File: src/hw/rtl/cgbvd_pkg.sv
// Package for the colour-mode VRAM DMA and system register block.
// Holds operation codes, register addresses, the input word and result types.
// No dependencies.
`timescale 1ns / 1ps

package cgbvd_pkg;

	typedef enum logic [1:0] {
		OP_READ  = 2'd0,
		OP_WRITE = 2'd1,
		OP_TICK  = 2'd2,
		OP_SPEED = 2'd3
	} op_t;

	localparam logic [7:0] ADDR_KEY1  = 8'h4D;
	localparam logic [7:0] ADDR_SRC_H = 8'h51;
	localparam logic [7:0] ADDR_SRC_L = 8'h52;
	localparam logic [7:0] ADDR_DST_H = 8'h53;
	localparam logic [7:0] ADDR_DST_L = 8'h54;
	localparam logic [7:0] ADDR_CTRL  = 8'h55;
	localparam logic [7:0] ADDR_SVBK  = 8'h70;

	localparam logic [7:0] READ_NONE  = 8'hFF;
	localparam logic [2:0] BANK_RESET = 3'd1;
	localparam logic [6:0] BLOCKS_DONE = 7'h7F;

	typedef struct packed {
		op_t        operation;
		logic [7:0] reg_address;
		logic [7:0] write_data;
		logic       in_hblank;
	} item_t;

	typedef struct packed {
		logic [7:0]  read_data;
		logic        copy_valid;
		logic [15:0] copy_source;
		logic [15:0] copy_dest;
		logic [7:0]  block_count;
		logic [10:0] stall_cycles;
		logic [2:0]  work_bank;
		logic        double_speed;
	} result_t;

endpackage

File: src/hw/rtl/cgbvd_in_stage.sv
// Input register stage of the VRAM DMA register block.
// Depends on cgbvd_pkg for the input word type.
`timescale 1ns / 1ps

module cgbvd_in_stage (
	input  logic            clk,
	input  logic            arst_n,
	input  logic            in_valid,
	output logic            in_stall,
	input  cgbvd_pkg::item_t item,
	input  logic            advance,
	output logic            valid_s1,
	output cgbvd_pkg::item_t item_s1
);

	logic vld_s1;

	assign in_stall = vld_s1 & ~advance;
	assign valid_s1 = vld_s1;

	always_ff @(posedge clk or negedge arst_n) begin
		if (!arst_n) begin
			vld_s1 <= 1'b0;
		end else if (!in_stall) begin
			vld_s1 <= in_valid;
		end
	end

	always_ff @(posedge clk) begin
		if (in_valid && !in_stall) begin
			item_s1 <= item;
		end
	end

endmodule

File: src/hw/rtl/cgbvd_core.sv
// Register state and per-word logic: DMA registers, speed switch, bank select.
// Depends on cgbvd_pkg for codes, addresses and the word types.
`timescale 1ns / 1ps

module cgbvd_core (
	input  logic              clk,
	input  logic              arst_n,
	input  logic              color_mode,
	input  logic              fire,
	input  cgbvd_pkg::item_t  item,
	output cgbvd_pkg::result_t result
);

	logic [7:0]  src_hi_q, src_hi_d;
	logic [7:0]  src_lo_q, src_lo_d;
	logic [4:0]  dst_hi_q, dst_hi_d;
	logic [7:0]  dst_lo_q, dst_lo_d;
	logic [15:0] src_ptr_q, src_ptr_d;
	logic [15:0] dst_ptr_q, dst_ptr_d;
	logic [6:0]  blocks_q, blocks_d;
	logic        hblank_q, hblank_d;
	logic        active_q, active_d;
	logic        speed_q, speed_d;
	logic        armed_q, armed_d;
	logic [2:0]  bank_q, bank_d;

	logic [7:0]  cnt;
	logic [15:0] step;
	logic        gate;
	logic        issue;

	assign gate = ~color_mode;
	assign cnt  = hblank_q ? 8'd1 : ({1'b0, blocks_q} + 8'd1);
	assign step = {4'b0, cnt, 4'b0};
	assign issue = active_q & (~hblank_q | item.in_hblank);

	always_comb begin
		src_hi_d  = src_hi_q;
		src_lo_d  = src_lo_q;
		dst_hi_d  = dst_hi_q;
		dst_lo_d  = dst_lo_q;
		src_ptr_d = src_ptr_q;
		dst_ptr_d = dst_ptr_q;
		blocks_d  = blocks_q;
		hblank_d  = hblank_q;
		active_d  = active_q;
		speed_d   = speed_q;
		armed_d   = armed_q;
		bank_d    = bank_q;
		result    = '0;
		unique case (item.operation)
			cgbvd_pkg::OP_READ: begin
				if (gate) begin
					result.read_data = cgbvd_pkg::READ_NONE;
				end else begin
					unique case (item.reg_address)
						cgbvd_pkg::ADDR_KEY1:  result.read_data = {speed_q, 6'h3F, armed_q};
						cgbvd_pkg::ADDR_SRC_H: result.read_data = src_hi_q;
						cgbvd_pkg::ADDR_SRC_L: result.read_data = src_lo_q;
						cgbvd_pkg::ADDR_DST_H: result.read_data = {3'b0, dst_hi_q};
						cgbvd_pkg::ADDR_DST_L: result.read_data = dst_lo_q;
						cgbvd_pkg::ADDR_CTRL:  result.read_data = {~active_q, blocks_q};
						cgbvd_pkg::ADDR_SVBK:  result.read_data = {5'b0, bank_q};
						default:               result.read_data = cgbvd_pkg::READ_NONE;
					endcase
				end
			end
			cgbvd_pkg::OP_WRITE: begin
				if (!gate) begin
					unique case (item.reg_address)
						cgbvd_pkg::ADDR_KEY1:  armed_d  = item.write_data[0];
						cgbvd_pkg::ADDR_SRC_H: src_hi_d = item.write_data;
						cgbvd_pkg::ADDR_SRC_L: src_lo_d = {item.write_data[7:4], 4'b0};
						cgbvd_pkg::ADDR_DST_H: dst_hi_d = item.write_data[4:0];
						cgbvd_pkg::ADDR_DST_L: dst_lo_d = {item.write_data[7:4], 4'b0};
						cgbvd_pkg::ADDR_CTRL: begin
							if (active_q && hblank_q && !item.write_data[7]) begin
								active_d = 1'b0;
								hblank_d = 1'b0;
							end else begin
								hblank_d  = item.write_data[7];
								blocks_d  = item.write_data[6:0];
								active_d  = 1'b1;
								src_ptr_d = {src_hi_q, src_lo_q};
								dst_ptr_d = {3'b100, dst_hi_q, dst_lo_q};
							end
						end
						cgbvd_pkg::ADDR_SVBK: begin
							bank_d = (item.write_data[2:0] == 3'd0) ? cgbvd_pkg::BANK_RESET
								: item.write_data[2:0];
						end
						default: ;
					endcase
				end
			end
			cgbvd_pkg::OP_TICK: begin
				if (issue) begin
					result.copy_valid   = 1'b1;
					result.copy_source  = src_ptr_q;
					result.copy_dest    = dst_ptr_q;
					result.block_count  = cnt;
					result.stall_cycles = {cnt, 3'b0};
					src_ptr_d = src_ptr_q + step;
					dst_ptr_d = dst_ptr_q + step;
					if (!hblank_q || blocks_q == 7'd0) begin
						blocks_d = cgbvd_pkg::BLOCKS_DONE;
						active_d = 1'b0;
					end else begin
						blocks_d = blocks_q - 7'd1;
					end
				end
			end
			cgbvd_pkg::OP_SPEED: begin
				speed_d = speed_q ^ armed_q;
				armed_d = 1'b0;
			end
			default: ;
		endcase
		result.work_bank    = bank_d;
		result.double_speed = speed_d;
	end

	always_ff @(posedge clk or negedge arst_n) begin
		if (!arst_n) begin
			src_hi_q  <= '0;
			src_lo_q  <= '0;
			dst_hi_q  <= '0;
			dst_lo_q  <= '0;
			src_ptr_q <= '0;
			dst_ptr_q <= '0;
			blocks_q  <= '0;
			hblank_q  <= 1'b0;
			active_q  <= 1'b0;
			speed_q   <= 1'b0;
			armed_q   <= 1'b0;
			bank_q    <= cgbvd_pkg::BANK_RESET;
		end else if (fire) begin
			src_hi_q  <= src_hi_d;
			src_lo_q  <= src_lo_d;
			dst_hi_q  <= dst_hi_d;
			dst_lo_q  <= dst_lo_d;
			src_ptr_q <= src_ptr_d;
			dst_ptr_q <= dst_ptr_d;
			blocks_q  <= blocks_d;
			hblank_q  <= hblank_d;
			active_q  <= active_d;
			speed_q   <= speed_d;
			armed_q   <= armed_d;
			bank_q    <= bank_d;
		end
	end

endmodule

File: src/hw/rtl/cgbvd_out_stage.sv
// Result register stage of the VRAM DMA register block.
// Depends on cgbvd_pkg for the result word type.
`timescale 1ns / 1ps

module cgbvd_out_stage (
	input  logic               clk,
	input  logic               arst_n,
	input  logic               load_valid,
	input  cgbvd_pkg::result_t load_word,
	output logic               advance,
	output logic               out_valid,
	input  logic               out_stall,
	output cgbvd_pkg::result_t word_q
);

	logic valid_q;

	assign advance   = ~valid_q | ~out_stall;
	assign out_valid = valid_q;

	always_ff @(posedge clk or negedge arst_n) begin
		if (!arst_n) begin
			valid_q <= 1'b0;
		end else if (advance) begin
			valid_q <= load_valid;
		end
	end

	always_ff @(posedge clk) begin
		if (advance && load_valid) begin
			word_q <= load_word;
		end
	end

endmodule

File: src/hw/rtl/cgb_vram_dma_and_system_registers.sv
// Colour-mode VRAM DMA controller with speed-switch and work-RAM bank registers.
// Input channel (in_valid/in_stall) takes one word: operation, reg_address,
// write_data, in_hblank. Operations are register read, register write, tick
// and speed-switch event. Every accepted word yields exactly one result word
// on the output channel (out_valid/out_stall): read data, an optional copy
// command (source, destination, 16-byte block count, stall cycles) and the
// current bank and speed flag.
// A word accepted is registered in the input stage, processed by the register
// update logic into the result register when free, and shown from then on.
// Throughput: one word per cycle while out_stall is low, set by the single input
// and result register pair around the register update logic.
// A stalled result holds; the input stage still takes a word while it is empty,
// and raises in_stall only when both are full. Reset clears all DMA registers,
// selects bank 1 and normal speed, and sets color_mode. cfg_write loads it from
// cfg_data. The user must write it only while the block is idle; not enforced.
// Depends on cgbvd_pkg, cgbvd_in_stage, cgbvd_core, cgbvd_out_stage.
`timescale 1ns / 1ps

module cgb_vram_dma_and_system_registers (
	input  logic        clk,
	input  logic        arst_n,
	input  logic        cfg_write,
	input  logic        cfg_data,
	input  logic        in_valid,
	output logic        in_stall,
	input  logic [1:0]  operation,
	input  logic [7:0]  reg_address,
	input  logic [7:0]  write_data,
	input  logic        in_hblank,
	output logic        out_valid,
	input  logic        out_stall,
	output logic [7:0]  read_data,
	output logic        copy_valid,
	output logic [15:0] copy_source,
	output logic [15:0] copy_dest,
	output logic [7:0]  block_count,
	output logic [10:0] stall_cycles,
	output logic [2:0]  work_bank,
	output logic        double_speed
);

	logic               color_mode_q;
	logic               advance;
	logic               valid_s1;
	cgbvd_pkg::item_t   item_in;
	cgbvd_pkg::item_t   item_s1;
	cgbvd_pkg::result_t result;
	cgbvd_pkg::result_t word_q;

	always_ff @(posedge clk or negedge arst_n) begin
		if (!arst_n) begin
			color_mode_q <= 1'b1;
		end else if (cfg_write) begin
			color_mode_q <= cfg_data;
		end
	end

	assign item_in.operation   = cgbvd_pkg::op_t'(operation);
	assign item_in.reg_address = reg_address;
	assign item_in.write_data  = write_data;
	assign item_in.in_hblank   = in_hblank;

	cgbvd_in_stage u_in (
		.clk      (clk),
		.arst_n   (arst_n),
		.in_valid (in_valid),
		.in_stall (in_stall),
		.item     (item_in),
		.advance  (advance),
		.valid_s1 (valid_s1),
		.item_s1  (item_s1)
	);

	cgbvd_core u_core (
		.clk        (clk),
		.arst_n     (arst_n),
		.color_mode (color_mode_q),
		.fire       (valid_s1 & advance),
		.item       (item_s1),
		.result     (result)
	);

	cgbvd_out_stage u_out (
		.clk        (clk),
		.arst_n     (arst_n),
		.load_valid (valid_s1),
		.load_word  (result),
		.advance    (advance),
		.out_valid  (out_valid),
		.out_stall  (out_stall),
		.word_q     (word_q)
	);

	assign read_data    = word_q.read_data;
	assign copy_valid   = word_q.copy_valid;
	assign copy_source  = word_q.copy_source;
	assign copy_dest    = word_q.copy_dest;
	assign block_count  = word_q.block_count;
	assign stall_cycles = word_q.stall_cycles;
	assign work_bank    = word_q.work_bank;
	assign double_speed = word_q.double_speed;

endmodule
File: config.mk
export PLATFORM = sky130hd
export DESIGN_NAME = cgb_vram_dma_and_system_registers
export DESIGN_NICKNAME = d
export VERILOG_FILES = /design/src/hw/rtl/cgbvd_pkg.sv /design/src/hw/rtl/cgbvd_in_stage.sv /design/src/hw/rtl/cgbvd_core.sv /design/src/hw/rtl/cgbvd_out_stage.sv /design/src/hw/rtl/cgb_vram_dma_and_system_registers.sv
export SDC_FILE = /design/constraint.sdc
export NUM_CORES = 1
export LEC_CHECK = 0
export BUFFER_PORTS_ARGS = -buffer_cell sky130_fd_sc_hd__buf_2
export CORE_AREA = 2 2 150 152
export DETAILED_ROUTE_END_ITERATION = 10
export DIE_AREA = 0 0 152 154
export HOLD_SLACK_MARGIN = 0.03
export SLEW_MARGIN = 25
export SYNTH_ARGS = -nofsm -noshare
export SYNTH_HDL_FRONTEND = slang
export SYNTH_SLANG_ARGS = --single-unit
File: constraint.sdc
create_clock -name clk -period 2.65 [get_ports clk]
set_input_delay 0.53 -clock clk [delete_from_list [all_inputs] [get_ports clk]]
set_output_delay 0.53 -clock clk [all_outputs]
set_load 0.01 [all_outputs]
After elaboration in Yosys (flattened, before gate mapping)
Cells that the tools add are included. W data, S select, Z words.

Logic and storage cells: 115. Register bits after elaboration: 145. Input bits: 25. Output and inout port bits: 66.

Bitwise logic cells: 11. Reductions and logical operators: 22. Equal/unequal tests: 16. Add/subtract/negate cells: 4. Muxes and demuxes: 35.

Operators with widths (number): $mux W16 (8); $pmux W16 S2 (2); $eq A8 B7 Y1 const B (7); $pmux W8 S7 (1); $mux W52 (1); $mux W7 (5); $add A16 B12 Y16 (2); $reduce_and A4 Y1 (6); $mux W8 (2); $pmux W7 S2 (1); $mux W3 (4); $reduce_and A6 Y1 (2); $mux W1 (9); $add A7 B1 Y8 const B (1); $logic_not A7 Y1 (1); $sub A7 B1 Y7 const B (1); $ne A2 B1 Y1 const B (3); $ne A2 B2 Y1 const B (3); $not A1 Y1 (5); $eq A2 B2 Y1 const B (2); $logic_and A1 B1 Y1 (4); $pmux W1 S2 (2); $reduce_bool A2 Y1 (2); $and A1 B1 Y1 (3); other kinds (8) (11).

Logic depth before layout (Yosys ltp)
Gate-level depths: netlist (run 1).

Word-level depth: 6. Mapped depth: 12. Mapped depth without buffers: 12.

Hierarchy
Synthesis (run 1) repeated with hierarchy kept, for this count alone.

Cell total of the unflattened synthesis: 602. Area total of the unflattened synthesis: 7061.8 sq um.

Modules (own cells, without submodules): cgbvd_core (times used 1, area an instance 4416.7 sq um, cells an instance 507, sequential area each 1477.7 sq um); cgbvd_out_stage (times used 1, area an instance 1969.4 sq um, cells an instance 68, sequential area each 1946.9 sq um); cgbvd_in_stage (times used 1, area an instance 628.1 sq um, cells an instance 24, sequential area each 595.6 sq um); cgb_vram_dma_and_system_registers (times used 1, area an instance 47.5 sq um, cells an instance 3, sequential area each 26.3 sq um).

Worst setup path after synthesis (run 1)
Ideal clock, no wire load.

Kind: reg2reg. From: register u_core.blocks_q[0]. To: register u_core.src_ptr_q[10]. Cell stages (with the launch flop): 11. Path buffers: 0. Arrival: 2662 ps. Clock period less this slack: 2739 ps. Setup slack: -89 ps. Setup time: 77 ps. Required time: 2573 ps. Cells stage by stage: dfrtp_1 inv_1 ha_1 nor2b_1 fa_1 a21oi_1 o21ai_1 or4b_2 a31oi_1 a21oi_1 o21ai_1.

Longest elaborated chain between the ends: 5.

RTL lines: start: declaration (RTL line cgbvd_core.sv:20) `logic [6:0] blocks_q, blocks_d;`; start signal: assignment (RTL line cgbvd_core.sv:144) `blocks_q <= blocks_d;`; $add A7 B1 Y8 (RTL line cgbvd_core.sv:33) `assign cnt = hblank_q ? 8'd1 : ({1'b0, blocks_q} + 8'd1);`; $mux W8 (RTL line cgbvd_core.sv:33); named net u_core.cnt[1] (RTL line cgbvd_core.sv:27) `logic [7:0] cnt;`; $add A16 B12 Y16 (RTL line cgbvd_core.sv:103) `src_ptr_d = src_ptr_q + step;`; $mux W16 (RTL line cgbvd_core.sv:97) `if (issue) begin`; $pmux W16 S2 (RTL line cgbvd_core.sv:51) `unique case (item.operation)`; end signal: assignment (RTL line cgbvd_core.sv:142) `src_ptr_q <= src_ptr_d;`; end: declaration (RTL line cgbvd_core.sv:18) `logic [15:0] src_ptr_q, src_ptr_d;`.

The timed path passes the listed nets, and every way through them passes these cells. The select of a mux whose other input is x is not followed. A chain may end at the register's enable or synchronous reset.

Worst setup path after layout (run 1)
From: register u_core.blocks_q[1]. To: register u_core.src_ptr_q[10].

The elaborated chain is that of the path after synthesis.

==> impl_metrics.py, run 1 <==
metrics = {
    "synth": {
        "syn-mean-instance-area_um2": 11.03,
        "ys_types": 66,
        "synth_area_leaders": "edfxtp_1, dfrtp_1, mux2_2",
        "yosysTopAreaCell": "edfxtp_1",
        "yosys_warnings": 0,
        "synthCells": 580,
        "synth_flop_cell": "edfxtp_1",
        "yosysMostFrequentCell": "edfxtp_1",
        "synth_top_cell_area_share_pct": 30.04,
        "synth_seq_cells": 126,
        "synth_common_cells": "edfxtp_1, dfrtp_1, nand2_1, a21oi_1, nor2_1",
        "syn_area_um2": 6399,
        "async_flop_share_pct": 49.21,
        "synth-edff-count": 64,
        "yosysSeqAreaShare_pct": 54.32,
    },
    "clock_network": {
        "cts_inserted_buffers": 17,
        "clk-insertion-delay-late_ps": 430,
        "cts.clk_slew.worst_paths_ps": 60,
        "cts_hold_buf": 0,
        "clockBufferDepth": 2,
        "h-tree-depth": 4,
        "root_buffer": "clkbuf_16",
        "cts_tree": "built",
        "clock_sinks": 126,
    },
    "power_and_ir_drop": {
        "power_w": 0.007677,
        "power.leakage_nw": 3.433,
        "power_density_nw_per_um2": 942.9,
        "irDropWorstVdd_mv": 0.4684,
    },
    "floorplan": {
        "die_area_um2": 23410,
        "fp.dieW_um": 152,
        "fp-row-count": 54,
        "core_region_area_um2": 21690,
        "ios": 91,
        "initial_utilization_pct": 29.50,
        "die_height_um": 154,
    },
    "detailed_routing": {
        "dr.pass1.iters": 7,
        "post_drt_wl_per_cell_um": 16.83,
        "vias": 4859,
        "drtIter0Drc": 444,
        "wl_um": 16650,
        "dr.max_layer_used": "met4",
        "ant_nets": 0,
        "wl_met2_um": 7388,
        "wl_met1_um": 7865,
        "wl_met3_um": 1088,
        "via_per_inst": 4.913,
        "drc_errors": 0,
    },
    "sta": {
        "fin_ws_ps": 80.09,
        "min_period_ps": 2570,
        "setup_viol": 0,
        "grt_setup_unrepaired": "yes",
        "tightest_slew_ps": 679.9,
        "finalSetupTns_ps": 0,
        "drv_slew": 0,
        "timing.final.crit_share_pct": 96.98,
        "finalHoldViolations": 0,
        "slew_headroom_pct": 54.67,
        "skew_ps": 6.762,
        "fmax_ghz": 0.3891,
    },
    "worst_setup_path": {
        "critPathMaxFanout": 3,
        "reg2reg_from": "u_core.blocks_q[1]",
        "startpoint": "u_core.blocks_q[1]",
        "r2r_cells": 11,
        "critPathKind": "reg2reg",
        "worstSetupEndpointType": "register",
        "arrival_ps": 2930,
        "required_ps": 3010,
        "startpoint_type": "register",
    },
    "flow_run": {
        "maxCapViolations": 0,
    },
    "cells_and_area": {
        "fin_nets": 742,
        "antenna_cells": 0,
        "area_growth_pct": 27.24,
        "num-fill-cells": 2125,
        "fin_cells": 989,
        "drive_gt1_share_pct": 31.88,
        "post-route-util_pct": 37.54,
    },
    "grt": {
        "antenna_found_initial": 0,
        "gr-total-overflow": 0,
        "track_usage_pct": 14.16,
        "grt_pass1_vias": 4541,
        "grt_pass1_wl_um": 25450,
        "grt_max_degree": 36,
    },
    "placed_design": {
        "gp_congestion": 0.9076,
        "dp.cells": 951,
        "numPortBuffers": 79,
        "post-place-ws_ps": -80.22,
        "place_hpwl_um": 11990,
    },
    "min_path": {
        "worstHoldPathType": "in2async",
    },
    "status": {
        "outcome": "finished, final reports clean",
    },
}
==> state kept, by name (all words and copies together), names as in the netlist, 3 cells and up <==
register,count
u_core.blocks_q,7
u_core.src_hi_q,8
u_core.dst_hi_q,5
u_in.item_s1,19
u_core.dst_ptr_q,12
u_out.word_q,45
u_core.dst_lo_q,4
u_core.src_ptr_q,12
u_core.bank_q,3
u_core.src_lo_q,4
==> cells in the final DEF, fill, tap and decap left out, types with 10 or more instances in the layout <==
cell type / count
nor3_1: 16
o21ai_1: 13
mux2_2: 25
clkbuf_16: 17
nand3_1: 13
o21ai_0: 17
buf_2: 79
nand2_1: 51
buf_4: 50
dfrtp_1: 60
nor2_1: 33
conb_1: 11
and2_1: 26
a21oi_1: 40
inv_1: 12
a31oi_1: 11
ha_1: 10
edfxtp_1: 64
==> layer usage <==
layer | track usage (%) | vias to the layer above
met3 | 3.157 | 23
met5 | 0 | -
met4 | 5.429 | 0
li1 | - | 2332
met1 | 20.47 | 2322
met2 | 20.66 | 182
==> stage by stage <==
step | cell area (um^2) | hold WS (ps)
finish | 8142 | 142.3
global route | 8142 | 188.1
CTS | 8000 | 163.6
detailed placement | 7326 | 491.8
global placement | 7326 | 477.9
floorplan | 6442 | 234.4
==> logic make-up (layout without fill, tap and decap cells) <==
family | after synthesis | in the layout | share of synthesized area, %
AO/OA/AOI/OAI | 130 | 130 | 12.71
flip-flops | 126 | 126 | 54.32
multiplexers | 32 | 32 | 5.534
XOR/XNOR | 18 | 18 | 2.464
AND/OR/NAND/NOR | 194 | 194 | 15.92
buffers and inverters | 58 | 177 | 4.654
other | 1 | 11 | 0.05861
adder cells (fa/ha/maj) | 21 | 21 | 4.341
==> path summary, 6_finish.rpt <==
path                                             end  slack (ps)
worst max-delay path            u_core.src_ptr_q[10]          80
worst min-delay path              u_core.dst_hi_q[1]         140
worst max register to register  u_core.src_ptr_q[10]          80
worst min register to register       u_out.out_valid         500
max in group asynchronous               color_mode_q        1810
min in group clk                        color_mode_q         270
==> repair_timing <==
item,CTS,global route
buffers inserted,6,0
gates resized for setup,9,28
cloned,0,0
setup endpoints to repair,8,10
pin swaps,10,9
==> cell type report <==
class	count	area [um^2]	share of cell area [%]
inverters	14	56.30	0.6916
flip-flops and latches	126	3476	42.69
multi-input cells	406	2884	35.42
repair buffers	131	810.8	9.959
clock buffers	24	471.7	5.794
clock inverters	8	92.59	1.137
well taps	280	350.3	4.303
==> report_power, final <==
| part | leakage, nW | internal (W) | switching, W |
|---|---|---|---|
| Sequential | 1.43 | 0.00236 | 0.000266 |
| Combinational | 1.73 | 0.00138 | 0.00143 |
| Clock | 0.278 | 0.00142 | 0.000824 |
| Total | 3.43 | 0.00516 | 0.00252 |
==> worst max-delay path: stages (launching register included) <==
cell	delay [ps]
dfrtp_1	390
buf_4	160
ha_4	170
xnor2_2	140
nor2_2	150
ha_1	290
a21oi_2	160
o21ai_1	100
or4b_2	610
a31oi_1	170
a21oi_1	60
o21ai_1	110
No activity file was read; power rests on OpenSTA's default activity.
==> inputs of run 2 (changes only) <==
--- a/constraint.sdc
+++ b/constraint.sdc
@@ -3,2 +3,2 @@
 set_output_delay 0.53 -clock clk [all_outputs]
-set_load 0.01 [all_outputs]
+set_load 0.1 [all_outputs]
==> impl_metrics.py, run 2 (synthesized netlist as in run 1, its figures left out) <==
metrics = {
    "cells_and_area": {
        "antenna_cells": 0,
        "fin_nets": 746,
        "regMostFlops": "u_out.word_q",
        "final_common_cell": "buf_2",
        "drive_gt1_share_pct": 34.08,
        "finish.instance_area_um2": 8182,
        "mostFrequentLayoutCells": "buf_2, edfxtp_1, dfrtp_1",
        "num-fill-cells": 2130,
        "top_regs": "u_out.word_q x45, u_in.item_s1 x19",
        "largest_reg_flops": 45,
        "area_growth_pct": 27.86,
        "post-route-util_pct": 37.72,
    },
    "sta": {
        "fmax_ghz": 0.3852,
        "finalSetupTns_ps": 0,
        "slew_headroom_pct": 49.44,
        "skew_ps": 5.221,
        "setup_viol": 0,
        "finalHoldViolations": 0,
        "min_period_ps": 2596,
        "timing.final.crit_share_pct": 97.96,
        "drv_slew": 0,
        "fin_hold_ws_ps": 143.5,
        "grt_setup_unrepaired": "yes",
        "tightest_slew_ps": 752.6,
    },
    "placed_design": {
        "numPortBuffers": 79,
        "place_hpwl_um": 12030,
        "gp_congestion": 0.8651,
        "placed_area_um2": 7321,
    },
    "grt": {
        "grt_max_degree": 36,
        "grt_pass1_wl_um": 25520,
        "grt_pass1_vias": 4533,
        "track_usage_pct": 14.02,
        "antenna_found_initial": 0,
        "gr-total-overflow": 0,
    },
    "floorplan": {
        "die_height_um": 154,
        "initial_utilization_pct": 29.50,
        "ios": 91,
        "fp.dieW_um": 152,
        "fp-row-count": 54,
        "core_region_area_um2": 21690,
        "die_area_um2": 23410,
    },
    "detailed_routing": {
        "dr.pass1.iters": 7,
        "via_per_inst": 4.902,
        "drc_errors": 0,
        "wl_um": 16530,
        "drtIter0Drc": 345,
        "vias": 4868,
        "post_drt_wl_per_cell_um": 16.65,
        "ant_nets": 0,
    },
    "power_and_ir_drop": {
        "power_density_nw_per_um2": 997.4,
        "seqPwrFrac_pct": 32.5,
        "power_w": 0.008160,
        "power_frac_clock_pct": 25.8,
        "irDropWorstVdd_mv": 0.5248,
        "power_frac_comb_pct": 41.7,
        "sw_frac_of_total_pct": 38.33,
        "power.leakage_nw": 3.433,
        "p_int_w": 0.005033,
        "p_sw_w": 0.003128,
    },
    "worst_setup_path": {
        "reg2reg_from": "u_core.blocks_q[0]",
        "crit_end": "u_core.dst_ptr_q[13]",
        "required_ps": 2950,
        "r2r_end": "u_core.dst_ptr_q[13]",
        "startpoint_type": "register",
        "r2r_cells": 10,
        "startpoint": "u_core.blocks_q[0]",
        "critPathKind": "reg2reg",
        "arrival_ps": 2900,
        "worstSetupEndpointType": "register",
        "r2r_setup_slack_ps": 50,
        "critPathMaxFanout": 4,
    },
    "clock_network": {
        "cts.clk_slew.worst_paths_ps": 60,
        "root_buffer": "clkbuf_16",
        "clk-insertion-delay-late_ps": 420,
        "cts_inserted_buffers": 17,
        "clock_sinks": 126,
        "clockBufferDepth": 2,
        "cts_hold_buf": 0,
        "cts_tree": "built",
        "h-tree-depth": 4,
    },
    "flow_run": {
        "maxCapViolations": 0,
    },
    "min_path": {
        "worstHoldPathType": "in2async",
    },
    "status": {
        "outcome": "finished, final reports clean",
    },
}
run 2: cell count changes in the layout (fill, tap and decap cells not counted), moves of 2 or more:
cell / previous run / this run
dfrtp_1: 60 / 55
ha_4: 5 / 7
inv_1: 12 / 10
inv_2: 1 / 3
clkbuf_8: 2 / 4
buf_4: 50 / 54
bufinv_16: 2 / 0
dfrtp_2: 0 / 5
run 2: through the flow:
stage / instances / worst slack [ps]
floorplan: 590 / 7.271
global placement: 951 / -110.2
detailed placement: 951 / -166.0
CTS: 986 / 1.261
global route: 993 / -29.90
finish: 993 / 54.13
run 2: final cells by class:
| class | instances | area [um^2] | share of cell area, % |
|---|---|---|---|
| inverter | 14 | 56.30 | 0.6882 |
| timing repair buffer | 135 | 832.0 | 10.17 |
| clock buffer | 25 | 495.5 | 6.056 |
| clock inverter | 7 | 37.54 | 0.4588 |
| sequential | 126 | 3482 | 42.56 |
| multi-input combinational | 406 | 2928 | 35.79 |
| tap | 280 | 350.3 | 4.282 |
run 2: critical path, cell delays in order (launching register included):
cell and delay [ps]:
dfrtp_2 440, ha_4 190, xnor2_2 180, nor2_2 70, ha_1 370, o21ai_0 320, nor2_2 100, o311a_1 340
o211ai_1 230, xor2_1 170, nor2_1 60
run 2: repair_timing:
item                       CTS  global route
setup buffers                3             7
resized for setup           10            41
setup endpoints to repair    7            10
pin swaps                    5            17
run 2: power by group through the flow:
stage,Combinational (W),Sequential (W),Clock (W)
floorplan,0.00174,0.00302,0
global placement,0.00281,0.00264,0
detailed placement,0.00284,0.00265,0
CTS,0.00297,0.00262,0.00214
global route,0.00370,0.00269,0.00225
finish,0.00340,0.00265,0.00210
run 2: how the worst min path moves through the flow:
stage	start	endpoint	cells after the start
2_1_floorplan	arst_n	u_core.active_q	0
3_3_place_gp	u_in.valid_s1	u_out.out_valid	1
3_5_place_dp	u_in.valid_s1	u_out.out_valid	1
4_1_cts	arst_n	u_core.bank_q[2]	2
5_1_grt	arst_n	u_core.bank_q[2]	2
6_report	arst_n	u_core.bank_q[2]	2
run 2: per-layer routing:
metal | routed length (um) | GRT usage, % | vias to the layer above
met5 | 0 | 0 | -
met2 | 7555 | 21.13 | 150
met1 | 7923 | 20.02 | 2379
met4 | 176 | 3.916 | 0
met3 | 878 | 3.523 | 10
li1 | - | - | 2329
==> inputs of run 3 (changes only) <==
- ABC_AREA: not set -> 1
- CORE_AREA: 2 2 150 152 -> 2 2 155 157
- DIE_AREA: 0 0 152 154 -> 0 0 157 159
==> impl_metrics.py, run 3 <==
metrics = {
    "floorplan": {
        "die_area_um2": 24960,
        "fp-row-count": 56,
        "die_height_um": 159,
        "initial_utilization_pct": 29.66,
        "core_region_area_um2": 23190,
        "fp.dieW_um": 157,
        "ios": 91,
    },
    "power_and_ir_drop": {
        "power_density_nw_per_um2": 1010,
        "power.leakage_nw": 3.905,
        "irDropWorstVdd_mv": 0.4431,
        "power_w": 0.008450,
    },
    "flow_run": {
        "maxCapViolations": 0,
    },
    "grt": {
        "grt_max_degree": 63,
        "antenna_found_initial": 0,
        "grt_pass1_vias": 5147,
        "grt_pass1_wl_um": 27940,
        "gr-total-overflow": 0,
        "track_usage_pct": 14.46,
    },
    "detailed_routing": {
        "vias": 5584,
        "ant_nets": 0,
        "wl_um": 17670,
        "post_drt_wl_per_cell_um": 14.09,
        "drtIter0Drc": 408,
        "dr.pass1.iters": 5,
        "drc_errors": 0,
        "via_per_inst": 4.453,
    },
    "worst_setup_path": {
        "startpoint_type": "register",
        "arrival_ps": 2740,
        "critPathMaxFanout": 6,
        "critPathKind": "reg2reg",
        "worstSetupEndpointType": "register",
        "required_ps": 2970,
    },
    "min_path": {
        "worstHoldPathType": "in2async",
    },
    "cells_and_area": {
        "finish.instance_area_um2": 8364,
        "mostFrequentLayoutCells": "nand2_1, inv_1, nor2_1",
        "regMostFlops": "u_out.word_q",
        "final_common_cell": "nand2_1",
        "drive_gt1_share_pct": 19.47,
        "area_growth_pct": 21.61,
        "antenna_cells": 0,
        "top_regs": "u_out.word_q x45, u_in.item_s1 x19",
        "fin_cells": 1254,
        "num-fill-cells": 2381,
        "fin_nets": 968,
        "largest_reg_flops": 45,
    },
    "sta": {
        "drv_slew": 0,
        "finalHoldViolations": 0,
        "min_period_ps": 2421,
        "tightest_slew_ps": 648.6,
        "setup_viol": 0,
        "timing.final.crit_share_pct": 91.35,
        "fmax_ghz": 0.4131,
        "fin_hold_ws_ps": 108.0,
        "slew_headroom_pct": 56.71,
        "skew_ps": 6.903,
        "finalSetupTns_ps": 0,
    },
    "clock_network": {
        "clock_sinks": 126,
        "cts_hold_buf": 0,
        "clockBufferDepth": 2,
        "cts_inserted_buffers": 17,
        "clk-insertion-delay-late_ps": 430,
        "h-tree-depth": 4,
        "cts_tree": "built",
        "cts.clk_slew.worst_paths_ps": 60,
        "root_buffer": "clkbuf_16",
    },
    "placed_design": {
        "place_hpwl_um": 12930,
        "placed_area_um2": 7641,
        "gp_congestion": 0.9220,
        "dp.cells": 1221,
        "numPortBuffers": 79,
    },
    "synth": {
        "yosys_warnings": 0,
        "ys_types": 40,
        "yosysSeqAreaShare_pct": 50.54,
        "syn-mean-instance-area_um2": 8.317,
        "synth_area_leaders": "edfxtp_1, dfrtp_1, nand2_1",
        "synth-edff-count": 64,
        "yosysMostFrequentCell": "nand2_1",
        "async_flop_share_pct": 49.21,
        "synthCells": 827,
        "syn_area_um2": 6878,
        "synth_seq_cells": 126,
        "synth_top_cell_area_share_pct": 27.94,
        "synth_common_cells": "nand2_1, inv_1, nor2_1, nand3_1, edfxtp_1",
        "yosysTopAreaCell": "edfxtp_1",
        "synth_flop_cell": "edfxtp_1",
    },
    "status": {
        "outcome": "finished, final reports clean",
    },
}
-- run 3: area by class of cell --
class | count | area (um^2) | share of cell area [%]
well taps | 319 | 399.1 | 4.772
inverters | 110 | 416.7 | 4.981
flip-flops and latches | 126 | 3480 | 41.60
multi-input cells | 562 | 2845 | 34.02
clock inverters | 14 | 191.4 | 2.289
clock buffers | 18 | 429.2 | 5.131
repair buffers | 105 | 603.1 | 7.210
-- run 3: path summary, 6_finish.rpt --
path                                         start              endpoint  slack (ps)  cells after the start
worst max-delay path            u_core.blocks_q[1]  u_core.src_ptr_q[11]         230                     19
worst min-delay path                        arst_n         u_in.valid_s1         110                      2
worst max register to register  u_core.blocks_q[1]  u_core.src_ptr_q[11]         230                     19
worst min register to register    u_core.bank_q[0]      u_core.bank_q[0]         480                      2
max in group asynchronous                   arst_n      u_core.bank_q[0]        2220                      2
min in group clk                     write_data[0]       u_in.item_s1[1]         270                      1
-- run 3: through the flow --
stage                     worst slack (ps)  utilization [%]
final                                229.2            36.07
after global routing                -11.57            36.07
after CTS                            26.63            35.62
after detailed placement             75.09            32.95
after global placement               128.0            32.95
after floorplan                      75.95                -
-- run 3: power breakdown --
| part | total, W | internal, W | switching [W] |
|---|---|---|---|
| clock | 0.00248 | 0.00157 | 0.000906 |
| combinational | 0.00329 | 0.00100 | 0.00228 |
| sequential | 0.00269 | 0.00240 | 0.000282 |
| total | 0.00845 | 0.00498 | 0.00347 |
-- run 3: per-layer routing --
metal	wire (um)	up-vias	share of wire [%]	global-route usage, %
li1	-	2863	-	-
met1	8462	2553	48	20.28
met2	8136	143	46	22.23
met3	788	25	4.5	3.103
met4	281	0	1.6	4.587
met5	0	-	0	0
-- run 3: cells by family (layout without fill, tap and decap cells) --
kind of cell / after synthesis / after routing / synth area share [%]
buffers and inverters: 149 / 247 / 10.02
AOI/OAI and AO/OA: 96 / 96 / 7.877
adders and majority gates: 21 / 21 / 4.039
other: 1 / 11 / 0.05452
and+or+nand+nor: 426 / 426 / 26.45
xor gates and xnor gates: 8 / 8 / 1.019
DFF: 126 / 126 / 50.54
-- run 3: critical path: stages, from the launching register on --
cell and delay, ps:
dfrtp_2 440, ha_2 200, nand2_1 90, inv_2 50
nand3_2 90, inv_2 60, a21oi_2 170, nor3_2 60
buf_4 170, ha_4 290, nand2_1 60, nand2_1 90
inv_1 50, nand2_1 80, inv_1 40, nand2_1 60
xor2_1 140, nand2_1 60, nand2_1 70, nand2_1 40
-- run 3: timing repair --
action | in CTS | in global routing
buffers inserted | 0 | 1
resized for setup | 0 | 23
setup endpoints to repair | 0 | 13
